[src/design/srp_pkg.sv]
`default_nettype none

package srp_pkg;

    localparam int CODE_W           = 10;
    localparam int LINE_LIMIT_DEF   = 512;

    localparam logic [7:0] CHAR_NUL   = 8'h00;
    localparam logic [7:0] CHAR_LF    = 8'h0A;
    localparam logic [7:0] CHAR_CR    = 8'h0D;
    localparam logic [7:0] CHAR_SPACE = 8'h20;
    localparam logic [7:0] CHAR_DASH  = 8'h2D;
    localparam logic [7:0] CHAR_ZERO  = 8'h30;
    localparam logic [7:0] CHAR_NINE  = 8'h39;

    typedef enum logic [1:0] {
        ST_DONE      = 2'd0,
        ST_MALFORMED = 2'd1,
        ST_CHANGED   = 2'd2,
        ST_TOO_LONG  = 2'd3
    } status_t;

    typedef struct packed {
        logic              valid;
        logic [CODE_W-1:0] code;
        status_t           status;
    } result_t;

endpackage

`default_nettype wire

[src/design/smtp_reply_parser_core.sv]
// SMTP reply code parser. Takes the server's reply stream one byte per transfer and
// gives one result per finished reply (status 0 with the three digit code) or per
// error (malformed line, code changed within a multi-line reply, or a line of
// LINE_LIMIT bytes without LF; reply_code is then zero). Continuation lines and
// ordinary bytes give no result. The block takes one byte every cycle while the
// result register is not blocked; a byte passes through an input register and the
// per-byte checks into the result register, from which its result is offered. Input
// is held off only while an undelivered result blocks the result register.

`default_nettype none

module smtp_reply_parser_core
    import srp_pkg::*;
#(
    parameter int LINE_LIMIT = LINE_LIMIT_DEF
) (
    input  wire logic              aclk,
    input  wire logic              aresetn,
    input  wire logic              s_valid,
    output logic                   s_ready,
    input  wire logic [7:0]        s_rx_byte,
    output logic                   m_valid,
    input  wire logic              m_ready,
    output logic [CODE_W-1:0]      m_reply_code,
    output logic [1:0]             m_status
);

    logic              in_valid_reg, in_valid_next;
    logic [7:0]        in_byte_reg;
    logic              out_valid_reg, out_valid_next;
    logic [CODE_W-1:0] out_code_reg;
    status_t           out_status_reg;
    logic              advance;
    result_t           res;

    // Move the held byte on whenever the result register is free or draining
    assign advance = in_valid_reg && (!out_valid_reg || m_ready);
    assign s_ready = !in_valid_reg || advance;

    srp_line_parser #(
        .LINE_LIMIT (LINE_LIMIT)
    ) u_parser (
        .aclk    (aclk),
        .aresetn (aresetn),
        .step_en (advance),
        .rx_byte (in_byte_reg),
        .res     (res)
    );

    // Input register
    always_comb begin
        in_valid_next = in_valid_reg;
        if (s_valid && s_ready) begin
            in_valid_next = 1'b1;
        end else if (advance) begin
            in_valid_next = 1'b0;
        end
    end

    always_ff @(posedge aclk) begin
        if (!aresetn) begin
            in_valid_reg <= 1'b0;
        end else begin
            in_valid_reg <= in_valid_next;
        end
    end

    always_ff @(posedge aclk) begin
        if (s_valid && s_ready) begin
            in_byte_reg <= s_rx_byte;
        end
    end

    // Result register
    always_comb begin
        out_valid_next = out_valid_reg;
        if (advance && res.valid) begin
            out_valid_next = 1'b1;
        end else if (m_ready) begin
            out_valid_next = 1'b0;
        end
    end

    always_ff @(posedge aclk) begin
        if (!aresetn) begin
            out_valid_reg <= 1'b0;
        end else begin
            out_valid_reg <= out_valid_next;
        end
    end

    always_ff @(posedge aclk) begin
        if (advance && res.valid) begin
            out_code_reg   <= res.code;
            out_status_reg <= res.status;
        end
    end

    assign m_valid      = out_valid_reg;
    assign m_reply_code = out_code_reg;
    assign m_status     = out_status_reg;

endmodule

`default_nettype wire

[src/design/srp_line_parser.sv]
`default_nettype none

module srp_line_parser
    import srp_pkg::*;
#(
    parameter int LINE_LIMIT = LINE_LIMIT_DEF
) (
    input  wire logic       aclk,
    input  wire logic       aresetn,
    input  wire logic       step_en,
    input  wire logic [7:0] rx_byte,
    output result_t         res
);

    localparam int PosW = $clog2(LINE_LIMIT + 1);
    localparam logic [PosW-1:0] PosLast = PosW'(LINE_LIMIT - 1);
    localparam logic [PosW-1:0] PosSep  = PosW'(3);

    logic [PosW-1:0]   pos_reg,     pos_next;
    logic [CODE_W-1:0] code_reg,    code_next;
    logic              bad_reg,     bad_next;
    logic              dash_reg,    dash_next;
    logic [CODE_W-1:0] held_reg,    held_next;
    logic              open_reg,    open_next;
    logic              discard_reg, discard_next;

    logic              is_lf;
    logic              is_digit;
    logic [3:0]        digit;
    logic              line_bad;

    assign is_lf    = (rx_byte == CHAR_LF);
    assign is_digit = (rx_byte >= CHAR_ZERO) && (rx_byte <= CHAR_NINE);
    assign digit    = 4'(rx_byte - CHAR_ZERO);
    assign line_bad = bad_reg || (pos_reg < PosSep);

    // Work out the next line and reply state and any result for this byte
    always_comb begin
        pos_next     = pos_reg;
        code_next    = code_reg;
        bad_next     = bad_reg;
        dash_next    = dash_reg;
        held_next    = held_reg;
        open_next    = open_reg;
        discard_next = discard_reg;
        res          = '{valid: 1'b0, code: '0, status: ST_DONE};

        if (discard_reg) begin
            // drop the rest of an overlong line
            if (is_lf) begin
                discard_next = 1'b0;
                pos_next     = '0;
                code_next    = '0;
                bad_next     = 1'b0;
                dash_next    = 1'b0;
            end
        end else if (is_lf) begin
            // close the line and judge it
            pos_next  = '0;
            code_next = '0;
            bad_next  = 1'b0;
            dash_next = 1'b0;
            if (line_bad) begin
                held_next = '0;
                open_next = 1'b0;
                res       = '{valid: 1'b1, code: '0, status: ST_MALFORMED};
            end else if (open_reg && (code_reg != held_reg)) begin
                held_next = '0;
                open_next = 1'b0;
                res       = '{valid: 1'b1, code: '0, status: ST_CHANGED};
            end else if (dash_reg) begin
                open_next = 1'b1;
                held_next = code_reg;
            end else begin
                held_next = '0;
                open_next = 1'b0;
                res       = '{valid: 1'b1, code: code_reg, status: ST_DONE};
            end
        end else begin
            // check the code digits and the separator
            if (pos_reg < PosSep) begin
                if (!is_digit || ((pos_reg == '0) && (rx_byte == CHAR_ZERO))) begin
                    bad_next = 1'b1;
                end else begin
                    code_next = CODE_W'({code_reg, 3'b000}) + CODE_W'({code_reg, 1'b0})
                              + CODE_W'(digit);
                end
            end else if (pos_reg == PosSep) begin
                dash_next = (rx_byte == CHAR_DASH);
                if (rx_byte != CHAR_SPACE && rx_byte != CHAR_DASH &&
                    rx_byte != CHAR_CR && rx_byte != CHAR_NUL) begin
                    bad_next = 1'b1;
                end
            end

            // advance the position, or abandon a line that has grown too long
            if (pos_reg == PosLast) begin
                pos_next     = '0;
                code_next    = '0;
                bad_next     = 1'b0;
                dash_next    = 1'b0;
                held_next    = '0;
                open_next    = 1'b0;
                discard_next = 1'b1;
                res          = '{valid: 1'b1, code: '0, status: ST_TOO_LONG};
            end else begin
                pos_next = pos_reg + PosW'(1);
            end
        end
    end

    // Hold line and reply state between bytes
    always_ff @(posedge aclk) begin
        if (!aresetn) begin
            pos_reg     <= '0;
            code_reg    <= '0;
            bad_reg     <= 1'b0;
            dash_reg    <= 1'b0;
            held_reg    <= '0;
            open_reg    <= 1'b0;
            discard_reg <= 1'b0;
        end else if (step_en) begin
            pos_reg     <= pos_next;
            code_reg    <= code_next;
            bad_reg     <= bad_next;
            dash_reg    <= dash_next;
            held_reg    <= held_next;
            open_reg    <= open_next;
            discard_reg <= discard_next;
        end
    end

endmodule

`default_nettype wire

[config.mk]
export PLATFORM = sky130hd
export DESIGN_NAME = smtp_reply_parser_core
export DESIGN_NICKNAME = d
export VERILOG_FILES = /design/src/design/srp_pkg.sv /design/src/design/smtp_reply_parser_core.sv /design/src/design/srp_line_parser.sv
export SDC_FILE = /design/constraint.sdc
export NUM_CORES = 1
export LEC_CHECK = 0
export ABC_AREA = 1
export BUFFER_PORTS_ARGS = -buffer_cell sky130_fd_sc_hd__buf_2
export CORE_MARGIN = 1.5
export CORE_UTILIZATION = 40
export DETAILED_ROUTE_END_ITERATION = 7
export PLACE_DENSITY = 0.68
export SLEW_MARGIN = 20
export SYNTH_ARGS = -nofsm -noshare
export SYNTH_HDL_FRONTEND = slang
export SYNTH_HIERARCHICAL = 1
export SYNTH_SLANG_ARGS = --single-unit
export TNS_END_PERCENT = 100
[constraint.sdc]
create_clock -name aclk -period 3.5 [get_ports aclk]
set_input_delay 0.35 -clock aclk [delete_from_list [all_inputs] [get_ports aclk]]
set_output_delay 0.35 -clock aclk [all_outputs]
set_load 0.02 [all_outputs]
After elaboration in Yosys (flattened, before gate mapping)
Index checks and enable logic that the tools add are counted.
Widths: inputs -> output; s select.
{ "totals": {"regBits": 56, "latch_bits": 0, "ram_bits": 0, "rom_bits": 0, "input_bits": 12, "mem_count": 0} }
{ "op_classes": {"n_addsub": 4, "multipliers": 0, "div_mod_pow": 0, "n_lt_le_gt_ge": 3, "n_eq_ne": 13, "n_shift": 0, "muxes": 46, "n_bitwise": 1, "n_reduce_logical": 30} }
{ "ops": {"columns": ["cell", "count"], "rows": [
  ["$mux 10", 14],
  ["$mux 13", 6],
  ["$mux 1", 26],
  ["$eq 8x6->1 const B", 2],
  ["$ne 8x6->1 const B", 2],
  ["$add 10x1->10 const B", 1],
  ["$add 10x10->10", 1],
  ["$add 10x4->10", 1],
  ["$eq 10x2->1 const B", 1],
  ["$eq 10x9->1 const B", 1],
  ["$logic_not 10->1", 1],
  ["$lt 10x2->1 const B", 1],
  ["$ne 10x10->1", 1],
  ["$logic_and 1x1->1", 9],
  ["$eq 8x4->1 const B", 1],
  ["$ge 8x6->1 const B", 1],
  ["$le 8x6->1 const B", 1],
  ["$ne 8x4->1 const B", 1],
  ["$reduce_and 4->1", 2],
  ["$reduce_bool 4->1", 2],
  ["$reduce_bool 8->1", 1],
  ["$ne 3x2->1 const B", 2],
  ["$reduce_bool 2->1", 3],
  ["$reduce_bool 3->1", 2],
  ["other kinds (9)", 14]
]} }

Longest topological paths before layout
Gate-level depths: netlist of the first run.
{ "logic_depth": {"word_depth": 10, "depth_mapped": 14, "depth_no_buf": 14} }

Hierarchy
Netlist of the first run, hierarchy kept.
{ "modules_own_cells": {"columns": ["mod", "instances", "cells_each", "area_each_um2"], "rows": [
  ["srp_line_parser", 1, 344, 2352.3],
  ["smtp_reply_parser_core", 1, 37, 708.2]
]} }

Worst setup path before layout of the first run
Ideal clock, no wire load.
{ "synth_timing": {"path_type": "flip-flop to flip-flop", "startpoint": "reg u_parser.pos_reg[0]", "endpoint": "reg out_code_reg[0] (netlist: m_reply_code[0]), enable pin", "setup_time_ns": 0.380, "arrival_ns": 1.884, "t_required_ns": 3.120, "path_slack_ns": 1.236, "stages_incl_launch_ff": 12, "n_path_buf": 0, "synth_period_minus_slack_ns": 2.264, "cell_sequence": "dfxtp_1 ha_1 nand2_1 nor2_4 nand4_2 nand2_1 inv_2 nor2_1 o21ai_0 inv_1 inv_1 nor2_1"} }
{ "synth_rtl": {"columns": ["element", "line_no", "text"], "rows": [
  ["start, declared", "srp_line_parser.sv:19", "logic [PosW-1:0] pos_reg, pos_next;"],
  ["start signal, assigned", "srp_line_parser.sv:123", "pos_reg <= pos_next;"],
  ["end signal, assigned", "smtp_reply_parser_core.sv:94", "out_code_reg <= res.code;"],
  ["end, declared", "smtp_reply_parser_core.sv:31", "logic [CODE_W-1:0] out_code_reg;"]
]} }

Final worst setup path of the first run
{ "layout_timing": {"startpoint": "reg u_parser.pos_reg[0]", "endpoint": "reg u_parser.held_reg[1]"} }
{ "layout_via": {"elab_chain_cells": 4, "word_cells_on_any_way": 7, "classes_between": "order compare: 1; eq/ne: 1; mux: 2; reduce/logical: 3"} }
{ "layout_lines": {"columns": ["element", "line_no", "text"], "rows": [
  ["$lt 10x2->1", "srp_line_parser.sv:35", "assign line_bad = bad_reg || (pos_reg < PosSep);"],
  ["$logic_or 1x1->1", "srp_line_parser.sv:35", null],
  ["$mux 10", "srp_line_parser.sv:63", "if (line_bad) begin"],
  ["$mux 10", "srp_line_parser.sv:57", "end else if (is_lf) begin"],
  ["end signal, assigned", "srp_line_parser.sv:127", "held_reg <= held_next;"],
  ["end, declared", "srp_line_parser.sv:23", "logic [CODE_W-1:0] held_reg, held_next;"]
]} }
Several ways; a longest one is shown, not always the timed one.
A chain may end at the register's enable or synchronous reset.

==> reports/metrics.cfg, run 1 <==
[critical_path]
slowest_stage = a21oi_2
cp.required_ns = 3.73
worst_setup_path_end_kind = flop
cpPeakStageDelay_ns = 0.49
reg2reg_slack_ns = 1.10
crit_top_cell = nor2_1
r2r_cells = 10
r2r-end = u_parser/held_reg[1]
crit_type = reg -> reg
endpoint = u_parser/held_reg[1]
r2r-start = u_parser/pos_reg[0]
crit_chain = ha_1, nand2_1, nor2_4, nand4_2, a21oi_2, nand4_1, buf_4, nor2_2, nor2_1, nor2_1
startpoint_type = flop
worst-path-max-fanout = 11
startpoint = u_parser/pos_reg[0]
worstPathArrival_ns = 2.63

[yosys]
synth_area_leaders = dfxtp_1, edfxtp_1, nand2_1
synth.net_count = 411
ys.flop_type = dfxtp_1
ys_seq_area_share_pct = 43.2
yosys_warnings = 6
synth_cell_type_count = 38
synthArstFlopShare_pct = 0
syn_area_per_cell_um2 = 8.03
synthTopCellsByCount = nand2_1, nor2_1, inv_1, dfxtp_1, a21oi_1
yosysMostFrequentCell = nand2_1
synthCells = 381
synth_top_cell_by_area = dfxtp_1
synth_area_um2 = 3060
synth_top_area_share_pct = 23.5
synth-edff-count = 20
synth_seq_cells = 56

[layout]
nNetsFinal = 439
nFillCells = 715
drive_gt1_share_pct = 18.8
area_delta_synth_final_pct = 10.8
n_antenna_cell = 0
fin_util_pct = 46.3

[timing]
worst_pin_slew_ns = 0.820
max_freq_mhz = 417
relSlewSlack_pct = 45.3
report.final.setup_viol = 0
final.period_utilization_pct = 68.5
fin_tns_setup_ns = 0
clock-skew-final_ns = 0.00640
finalHoldViolCount = 0
slew_viol_final = 0
rsz0062_at_grt = false
period_needed_ns = 2.40

[die]
num_io_pins = 26
placementRows = 31
die_w_um = 90.5
initial_core_util_pct = 41.7
core_area_um2 = 7330
die_area_um2 = 8180
die_y_um = 90.5

[power_and_ir_drop]
seq_power_share_pct = 59.4
intPower_w = 0.000909
p_sw_w = 0.000246
p_clk_share_pct = 36.1
total_power_w = 0.00115
p_per_area_nw_per_um2 = 340
leakagePower_nw = 1.42
ir_worst_vdd_uv = 173
power_frac_comb_pct = 4.5
p_sw_share_pct = 21.3

[global_route]
grtUsageTotal_pct = 15.6
grt_max_degree = 23
grt_pass1_vias = 2343
antenna_found_initial = 0
grt_pass1_wl_mm = 10.4
grt-ovfl-total = 0

[placement]
portBuffers = 25
routabilityCongestion = 0.853
hpwl_mm = 4.54

[detailed_routing]
via_per_inst = 4.84
drc_errors = 0
vias = 2462
routed_wirelength_mm = 6.00
wire_per_inst_um = 11.8
ant_nets = 0
drt_iter0_markers = 113
dr.pass1.iters = 4

[min_path]
hold_class = in -> reg

[clock_tree]
ctsResizeCount = 0
cts.htree.levels = 2
cts_buffer_depth = 2
clock_latency_ns = 0.30
cts_setup_buffers = 0
cts_tree = yes
numCtsBuffers = 5
clkTransAtPathRegs_ns = 0.10
ctsRootBufferMaster = clkbuf_8
holdBufCountCts = 0
clock_sinks = 56

[run]
max-cap-violations = 0

[status]
outcome = finished, final reports clean

cell families (layout without fill, tap and decap cells):
logic type	count (synthesis)	in the layout	synth area share, %
and+or+nand+nor	194	194	30.0
adders and majority gates	18	18	7.85
xor gates and xnor gates	10	10	2.86
buffers and inverters	62	91	8.18
DFF	56	56	43.2
AOI/OAI and AO/OA	41	41	7.89
worst max-delay path: cells and delay by family, from the launching register on:
family          cells  cell delay [ns]
compound gates      1             0.49
fa+ha+maj           1             0.24
buf+inv             1             0.27
flops               1             0.39
simple gates        7             0.92
metal layers:
layer | global-route usage [%] | share of wire [%] | up-vias
met5 | 0 | 0 | -
met4 | 5.95 | 2.2 | 0
met3 | 2.69 | 2.8 | 13
met2 | 26.9 | 48 | 34
met1 | 19.2 | 46 | 1124
li1 | - | - | 1291
layout make-up:
class	count	area (um2)	area share [%]
sequential	56	1320	39.0
timing repair buffer	27	140	4.13
tap	99	124	3.65
inverter	56	210	6.20
multi-input combinational	263	1490	43.9
clock inverter	2	35.0	1.03
clock buffer	6	72.6	2.14
power groups by stage:
| stage | logic (W) | clock network [W] | registers (W) |
|---|---|---|---|
| floorplan | 0.0000359 | 0 | 0.000700 |
| global placement | 0.0000503 | 0 | 0.000701 |
| detailed placement | 0.0000513 | 0 | 0.000702 |
| CTS | 0.0000515 | 0.000432 | 0.000687 |
| global route | 0.0000594 | 0.000459 | 0.000688 |
| finish | 0.0000514 | 0.000417 | 0.000686 |
through the flow:
step | hold slack (ns) | setup WS (ns) | instance area [um2] | std cells
2_1_floorplan | 0.448 | 1.24 | 3060 | 381
3_3_place_gp | 0.471 | 1.18 | 3280 | 501
3_5_place_dp | 0.487 | 1.13 | 3280 | 501
4_1_cts | 0.203 | 1.12 | 3390 | 509
5_1_grt | 0.194 | 0.841 | 3390 | 509
6_report | 0.216 | 1.10 | 3390 | 509
cells in the final DEF, fill, tap and decap left out, drive strengths merged:
master | netlist | final
a21o | 1 | 1
nor3 | 14 | 14
a31oi | 3 | 3
xnor2 | 5 | 5
ha | 16 | 16
nor2 | 74 | 74
bufinv | 0 | 1
fa | 2 | 2
a21boi | 1 | 1
nand3 | 19 | 19
edfxtp | 20 | 20
xor2 | 5 | 5
inv | 56 | 56
a211oi | 2 | 2
dfxtp | 36 | 36
o21bai | 1 | 1
buf | 4 | 27
nand3b | 1 | 1
nand4 | 11 | 11
nand2 | 70 | 70
clkbuf | 2 | 6
or2 | 3 | 3
o21ai | 8 | 8
nor4 | 2 | 2
o21a | 2 | 2
clkinv | 0 | 1
a21oi | 23 | 23
how the worst min path moves through the flow:
stage                           endpoint  slack [ns]  cells after the start                  from
finish                    in_byte_reg[2]        0.22                      1          s_rx_byte[2]
global route              in_byte_reg[1]        0.19                      1          s_rx_byte[1]
CTS                       in_byte_reg[0]        0.20                      1          s_rx_byte[0]
detailed placement  u_parser/code_reg[9]        0.49                      2  u_parser/code_reg[9]
global placement       u_parser/open_reg        0.47                      2     u_parser/open_reg
floorplan                        m_valid        0.45                      2               aresetn
(Power assumes the default switching activity.)
==> inputs of run 2 (changes only) <==
==> constraint.sdc (replaced) <==
create_clock -name aclk -period 2.4 [get_ports aclk]
set_input_delay 0.24 -clock aclk [delete_from_list [all_inputs] [get_ports aclk]]
set_output_delay 0.24 -clock aclk [all_outputs]
set_load 0.02 [all_outputs]
==> run 2 against run 1 <==
Against the previous run:
- worst hold slack worse by 0.10 ns
- global-route usage decreased by 0.39 points
- worst setup slack got worse by 0.91 ns
- sequential power rose by 46%
- combinational power up 51%
- register-to-register slack got worse by 0.91 ns
- non-clock buffer count up 4
- die area stayed put
==> reports/metrics.cfg, run 2 (same netlist as run 1, synthesis figures left out) <==
[timing]
slew_viol_final = 0  ; unchanged
relSlewSlack_pct = 68.5  ; +23 points
hold_ws_ns = 0.114  ; -0.103 ns
final.period_utilization_pct = 91.9  ; +23 points
fin_tns_setup_ns = 0  ; unchanged
report.final.setup_viol = 0  ; unchanged
clock-skew-final_ns = 0.00748  ; +0.00108 ns
rsz0062_at_grt = false
period_needed_ns = 2.21  ; -0.193 ns
finalHoldViolCount = 0  ; unchanged
worst_pin_slew_ns = 0.472  ; -0.348 ns
max_freq_mhz = 453  ; +8.7%

[global_route]
grtUsageTotal_pct = 15.2  ; -0.39 points
grt_max_degree = 23  ; unchanged
grt_pass1_wl_mm = 10.3  ; -1.2%
grt_pass1_vias = 2413  ; +3.0%
grt-ovfl-total = 0  ; unchanged
antenna_found_initial = 0  ; unchanged

[clock_tree]
ctsRootBufferMaster = clkbuf_8
ctsResizeCount = 0  ; unchanged
numCtsBuffers = 5  ; unchanged
clock_latency_ns = 0.30  ; about the same
clock_sinks = 56  ; unchanged
cts.htree.levels = 2  ; unchanged
cts_tree = yes
clkTransAtPathRegs_ns = 0.10  ; about the same
cts_setup_buffers = 0  ; unchanged
holdBufCountCts = 0  ; unchanged
cts_buffer_depth = 2  ; unchanged

[placement]
hpwl_mm = 4.54  ; about the same
portBuffers = 25  ; unchanged
placed_area_um2 = 3310  ; +0.91%
routabilityCongestion = 0.831  ; -2.6%

[detailed_routing]
ant_nets = 0  ; unchanged
wire_per_inst_um = 11.6  ; -1.6%
drc_errors = 0  ; unchanged
vias = 2484  ; +0.89%
dr.pass1.iters = 4  ; unchanged
via_per_inst = 4.84  ; +0.11%
routed_wirelength_mm = 5.95  ; -0.83%
drt_iter0_markers = 80  ; -29%

[critical_path]
worst-path-max-fanout = 5  ; -6
reg2reg_slack_ns = 0.19  ; -0.91 ns
worstPathArrival_ns = 2.40  ; -0.23 ns
cp.required_ns = 2.59  ; -1.14 ns
crit_chain = inv_2, fa_1, inv_1, ha_1, nand3_1, nand3_1, nand2_1, o21ai_0, or2_2, nand3_1, a21oi_1
crit_type = reg -> reg
crit_buf_inv = 2  ; +1
worst_setup_path_end_kind = flop
cpPeakStageDelay_ns = 0.53  ; +0.04 ns
crit_top_cell = nand3_1
r2r_cells = 11  ; +1
crit_family = adder cells
slowest_stage = fa_1
r2r-end = u_parser/code_reg[7]
r2r-start = in_byte_reg[3]
startpoint_type = flop

[power_and_ir_drop]
total_power_w = 0.00168  ; +46%
ir_worst_vdd_uv = 339  ; +96%
leakagePower_nw = 1.44  ; +1.3%
p_per_area_nw_per_um2 = 491  ; +44%

[die]
placementRows = 31  ; unchanged
core_area_um2 = 7330  ; unchanged
num_io_pins = 26  ; unchanged
initial_core_util_pct = 41.7  ; unchanged
die_y_um = 90.5  ; unchanged
die_w_um = 90.5  ; unchanged
die_area_um2 = 8180  ; unchanged

[min_path]
whs_path_depth = 1  ; unchanged
min_from = s_rx_byte[1]
hold_class = in -> reg
min_to = in_byte_reg[1]

[run]
max-cap-violations = 0  ; unchanged

[layout]
layout_common_cells = nand2_1, nor2_1, inv_1
nNetsFinal = 443  ; +0.91%
n_antenna_cell = 0  ; unchanged
drive_gt1_share_pct = 20.3  ; +1.5 points
final_area_um2 = 3430  ; +1.1%
final_common_cell = nand2_1
area_delta_synth_final_pct = 12.0

[status]
outcome = finished, final reports clean

==> run 2: worst max-delay path by stage <==
stage | start | end | slack, ns | depth (start not counted)
3_3_place_gp | u_parser/code_reg[2] | u_parser/code_reg[8] | 0.17 | 9
6_report | in_byte_reg[3] | u_parser/code_reg[7] | 0.19 | 11
5_1_grt | in_byte_reg[3] | u_parser/code_reg[7] | 0.002 | 11
2_1_floorplan | u_parser/pos_reg[0] | m_reply_code[0] | 0.14 | 11
3_5_place_dp | u_parser/code_reg[2] | u_parser/code_reg[8] | 0.13 | 9
4_1_cts | u_parser/code_reg[2] | u_parser/code_reg[8] | 0.10 | 9
==> run 2: where the power goes <==
group          switching, W  leakage, nW  internal, W
logic             0.0000521        0.899    0.0000254
registers        0.00000916        0.491     0.000991
clock network      0.000300       0.0532     0.000305
==> run 2: stage by stage <==
| step | util, % | setup slack [ns] | instances |
|---|---|---|---|
| 2_1_floorplan | - | 0.136 | 381 |
| 3_3_place_gp | 45.2 | 0.174 | 505 |
| 3_5_place_dp | 45.2 | 0.126 | 505 |
| 4_1_cts | 46.7 | 0.105 | 513 |
| 5_1_grt | 46.8 | 0.00181 | 513 |
| 6_report | 46.8 | 0.194 | 513 |
==> run 2: final cells by class <==
cell class | instances | area (um2)
timing repair buffer | 31 | 170
clock inverter | 3 | 37.5
sequential | 56 | 1320
inverter | 56 | 210
clock buffer | 5 | 68.8
fill | 712 | 3900
multi-input combinational | 263 | 1490
tap | 99 | 124
==> run 2: per-layer routing <==
layer | GRT usage, % | part of all wire [%]
met1 | 17.0 | 44
met2 | 28.6 | 51
met3 | 2.86 | 3.1
met4 | 4.63 | 1.2
met5 | 0 | 0
==> inputs of run 3 (changes only) <==
--- a/config.mk
+++ b/config.mk
@@ -5,12 +5,13 @@
 export SDC_FILE = /design/constraint.sdc
 export NUM_CORES = 1
 export LEC_CHECK = 0
-export ABC_AREA = 1
+export ABC_AREA = 0
 export BUFFER_PORTS_ARGS = -buffer_cell sky130_fd_sc_hd__buf_2
 export CORE_MARGIN = 1.5
 export CORE_UTILIZATION = 40
+export CTS_CLUSTER_DIAMETER = 100
 export DETAILED_ROUTE_END_ITERATION = 7
-export PLACE_DENSITY = 0.68
+export PLACE_DENSITY_LB_ADDON = 0.2
 export SLEW_MARGIN = 20
 export SYNTH_ARGS = -nofsm -noshare
 export SYNTH_HDL_FRONTEND = slang
==> run 3 against run 2 <==
Against the previous run:
- die area down 2.4%
- combinational power up 5.3%
- wire length up 2.2%
- critical path type unchanged
- highest routed layer unchanged
==> reports/metrics.cfg, run 3 <==
[layout]
seqCellArea_um2 = 1320  ; about the same
final_common_cell = dfxtp_1
area_delta_synth_final_pct = 16.4
multi_input_area_um2 = 1570  ; +4.9%
final_area_um2 = 3480  ; +1.4%
n_antenna_cell = 0  ; unchanged
layout_common_cells = dfxtp_1, buf_2, buf_4
drive_gt1_share_pct = 26.5  ; +6.2 points
nNetsFinal = 350  ; -21%
nFillCells = 696  ; -2.2%

[yosys]
synthMuxAreaShare_pct = 0.335  ; +0.34 points
synth_top_family_by_area = simple AND/OR/NAND/NOR gates
ys.flop_type = dfxtp_1
yosysMostFrequentCell = dfxtp_1
ys_seq_area_share_pct = 44.3  ; +1.1 points
synth-edff-count = 20  ; unchanged
synthTopCellsByCount = dfxtp_1, edfxtp_1, a22o_1, nor2_1
synth_xor_area_share_pct = 6.75  ; +3.9 points
synth.net_count = 306  ; -26%
synth_top_area_share_pct = 24.1  ; +0.59 points
synth_top_cell_by_area = dfxtp_1
synth-simple-area-share_pct = 22.0  ; -8.1 points
syn_area_per_cell_um2 = 10.8  ; +35%
synth_fa_ha_area_share_pct = 8.05  ; +0.20 points
synth_seq_cells = 56  ; unchanged
yosys_warnings = 6  ; unchanged
synthCells = 276  ; -28%
synth_area_leaders = dfxtp_1, edfxtp_1, ha_1
synth_cell_type_count = 51  ; +34%
synthArstFlopShare_pct = 0  ; unchanged
synth_compound_area_share_pct = 14.5  ; +6.6 points
synth_area_um2 = 2990  ; -2.5%

[critical_path]
r2r-start = u_parser/code_reg[2]
startpoint_type = flop
slowest_stage = fa_1
crit_chain = inv_1, fa_1, inv_2, ha_1, a21oi_2, o211ai_1, o41ai_2, xnor2_1, a22o_1
startpoint = u_parser/code_reg[2]
worstPathArrival_ns = 2.49  ; +0.09 ns
crit_type = reg -> reg
worst_setup_path_end_kind = flop
reg2reg_slack_ns = 0.13  ; -0.06 ns
cpPeakStageDelay_ns = 0.55  ; +0.02 ns
worst-path-max-fanout = 2  ; -3
crit_family = adder cells
cp.required_ns = 2.62  ; +0.03 ns
crit_buf_inv = 2  ; unchanged

[global_route]
grt-ovfl-total = 0  ; unchanged
grt_pass1_vias = 2160  ; -10%
grt_max_degree = 19  ; -17%
antenna_found_initial = 0  ; unchanged
grt_pass1_wl_mm = 10.1  ; -1.6%
grtUsageTotal_pct = 16.8  ; +1.6 points

[placement]
placed_area_um2 = 3340  ; +0.64%
post-place-ws_ns = 0.0108  ; -0.115 ns
routabilityCongestion = 0.846  ; +1.8%
portBuffers = 25  ; unchanged
hpwl_mm = 4.57  ; +0.56%

[timing]
finalHoldViolCount = 0  ; unchanged
clock-skew-final_ns = 0.00738  ; -0.0000995 ns
final.period_utilization_pct = 94.4  ; +2.5 points
period_needed_ns = 2.27  ; +0.0599 ns
report.final.setup_viol = 0  ; unchanged
fin_tns_setup_ns = 0  ; unchanged
worst_pin_slew_ns = 0.652  ; +0.180 ns
max_freq_mhz = 441  ; -2.6%
worst_slack_ns = 0.134  ; -0.0599 ns
relSlewSlack_pct = 56.4  ; -12 points
slew_viol_final = 0  ; unchanged
hold_ws_ns = 0.0930  ; -0.0207 ns

[die]
die_y_um = 89.4  ; -1.2%
core_area_um2 = 7250  ; -1.1%
num_io_pins = 26  ; unchanged
initial_core_util_pct = 41.2  ; -0.59 points
placementRows = 31  ; unchanged
die_area_um2 = 7990  ; -2.4%
die_w_um = 89.4  ; -1.2%

[detailed_routing]
via_per_inst = 5.22  ; +7.8%
wire_per_inst_um = 14.5  ; +25%
routed_wirelength_mm = 6.08  ; +2.2%
vias = 2193  ; -12%
drc_errors = 0  ; unchanged
ant_nets = 0  ; unchanged
drt_iter0_markers = 55  ; -31%
dr.pass1.iters = 4  ; unchanged

[clock_tree]
cts_buffer_depth = 2  ; unchanged
clkTransAtPathRegs_ns = 0.11  ; about the same
holdBufCountCts = 0  ; unchanged
cts.htree.levels = 2  ; unchanged
numCtsBuffers = 5  ; unchanged
clock_latency_ns = 0.31  ; about the same
clock_sinks = 56  ; unchanged
cts_tree = yes
ctsRootBufferMaster = clkbuf_8

[min_path]
hold_class = in -> reg
min_from = s_rx_byte[1]

[power_and_ir_drop]
p_per_area_nw_per_um2 = 466  ; -5.0%
ir_worst_vdd_uv = 249  ; -27%
leakagePower_nw = 1.35  ; -6.1%

[status]
outcome = finished, final reports clean

[run]
max-cap-violations = 0  ; unchanged

## run 3: changes by cell type after synthesis, moves of 7 or more
cell,delta
nand3_1,-12
a22o_1,+19
inv_1,-34
a21oi_1,-13
nor2_2,-19
and3_1,+7
nor3_1,-7
inv_2,-10
xnor2_1,+9
nor2_1,-36
nand2_1,-51
nor4b_2,+8
## run 3: logic make-up (layout without fill, tap and decap cells)
kind of cell             Yosys count  after routing
buffers and inverters             25             70
multiplexers                       1              1
flip-flops                        56             56
AO/OA/AOI/OAI                     56             56
adder cells (fa/ha/maj)           18             18
AND/OR/NAND/NOR                   97             97
XOR/XNOR                          23             23
## run 3: repair_timing
item,CTS,global route
setup endpoints to repair,0,14
gates resized for setup,0,9
setup buffers,0,3
## run 3: where the power goes
part / internal (W) / switching (W) / leakage (nW) / total, W
registers: 0.000992 / 0.0000134 / 0.467 / 0.00101
clock network: 0.000210 / 0.000324 / 0.0485 / 0.000534
logic: 0.0000350 / 0.0000466 / 0.839 / 0.0000816
## run 3: per-layer routing
metal / GRT usage [%] / share of wire (%)
met1: 21.1 / 48
met2: 28.5 / 48
met3: 3.60 / 2.8
met4: 5.87 / 2.0
met5: 0 / 0
## run 3: worst reg2reg max path, stage by stage, from the launching register on
cell and delay [ns]:
dfxtp_2 0.34, inv_1 0.07, fa_1 0.55, inv_2 0.06, ha_1 0.31, a21oi_2 0.16
o211ai_1 0.15, o41ai_2 0.26, xnor2_1 0.11, a22o_1 0.18
## run 3: final timing paths
| check | to | depth (start not counted) |
|---|---|---|
| setup / recovery | u_parser/code_reg[9] | 9 |
| hold / removal | in_byte_reg[1] | 1 |
| setup reg to reg | u_parser/code_reg[9] | 9 |
| hold reg to reg | u_parser/open_reg | 1 |
## run 3: cell type report
class | instances | area share, %
multi-input combinational | 195 | 45.1
sequential | 56 | 38.0
timing repair buffer | 50 | 9.36
tap | 99 | 3.56
clock buffer | 5 | 1.98
inverter | 12 | 1.30
clock inverter | 3 | 0.648
## run 3: stage by stage
stage,instances,util [%],total power (W)
after CTS,417,47.2,0.00165
after global routing,420,47.9,0.00170
after detailed placement,409,46.0,0.00111
after global placement,409,46.0,0.00110
after floorplan,276,-,0.00107
final,420,47.9,0.00162
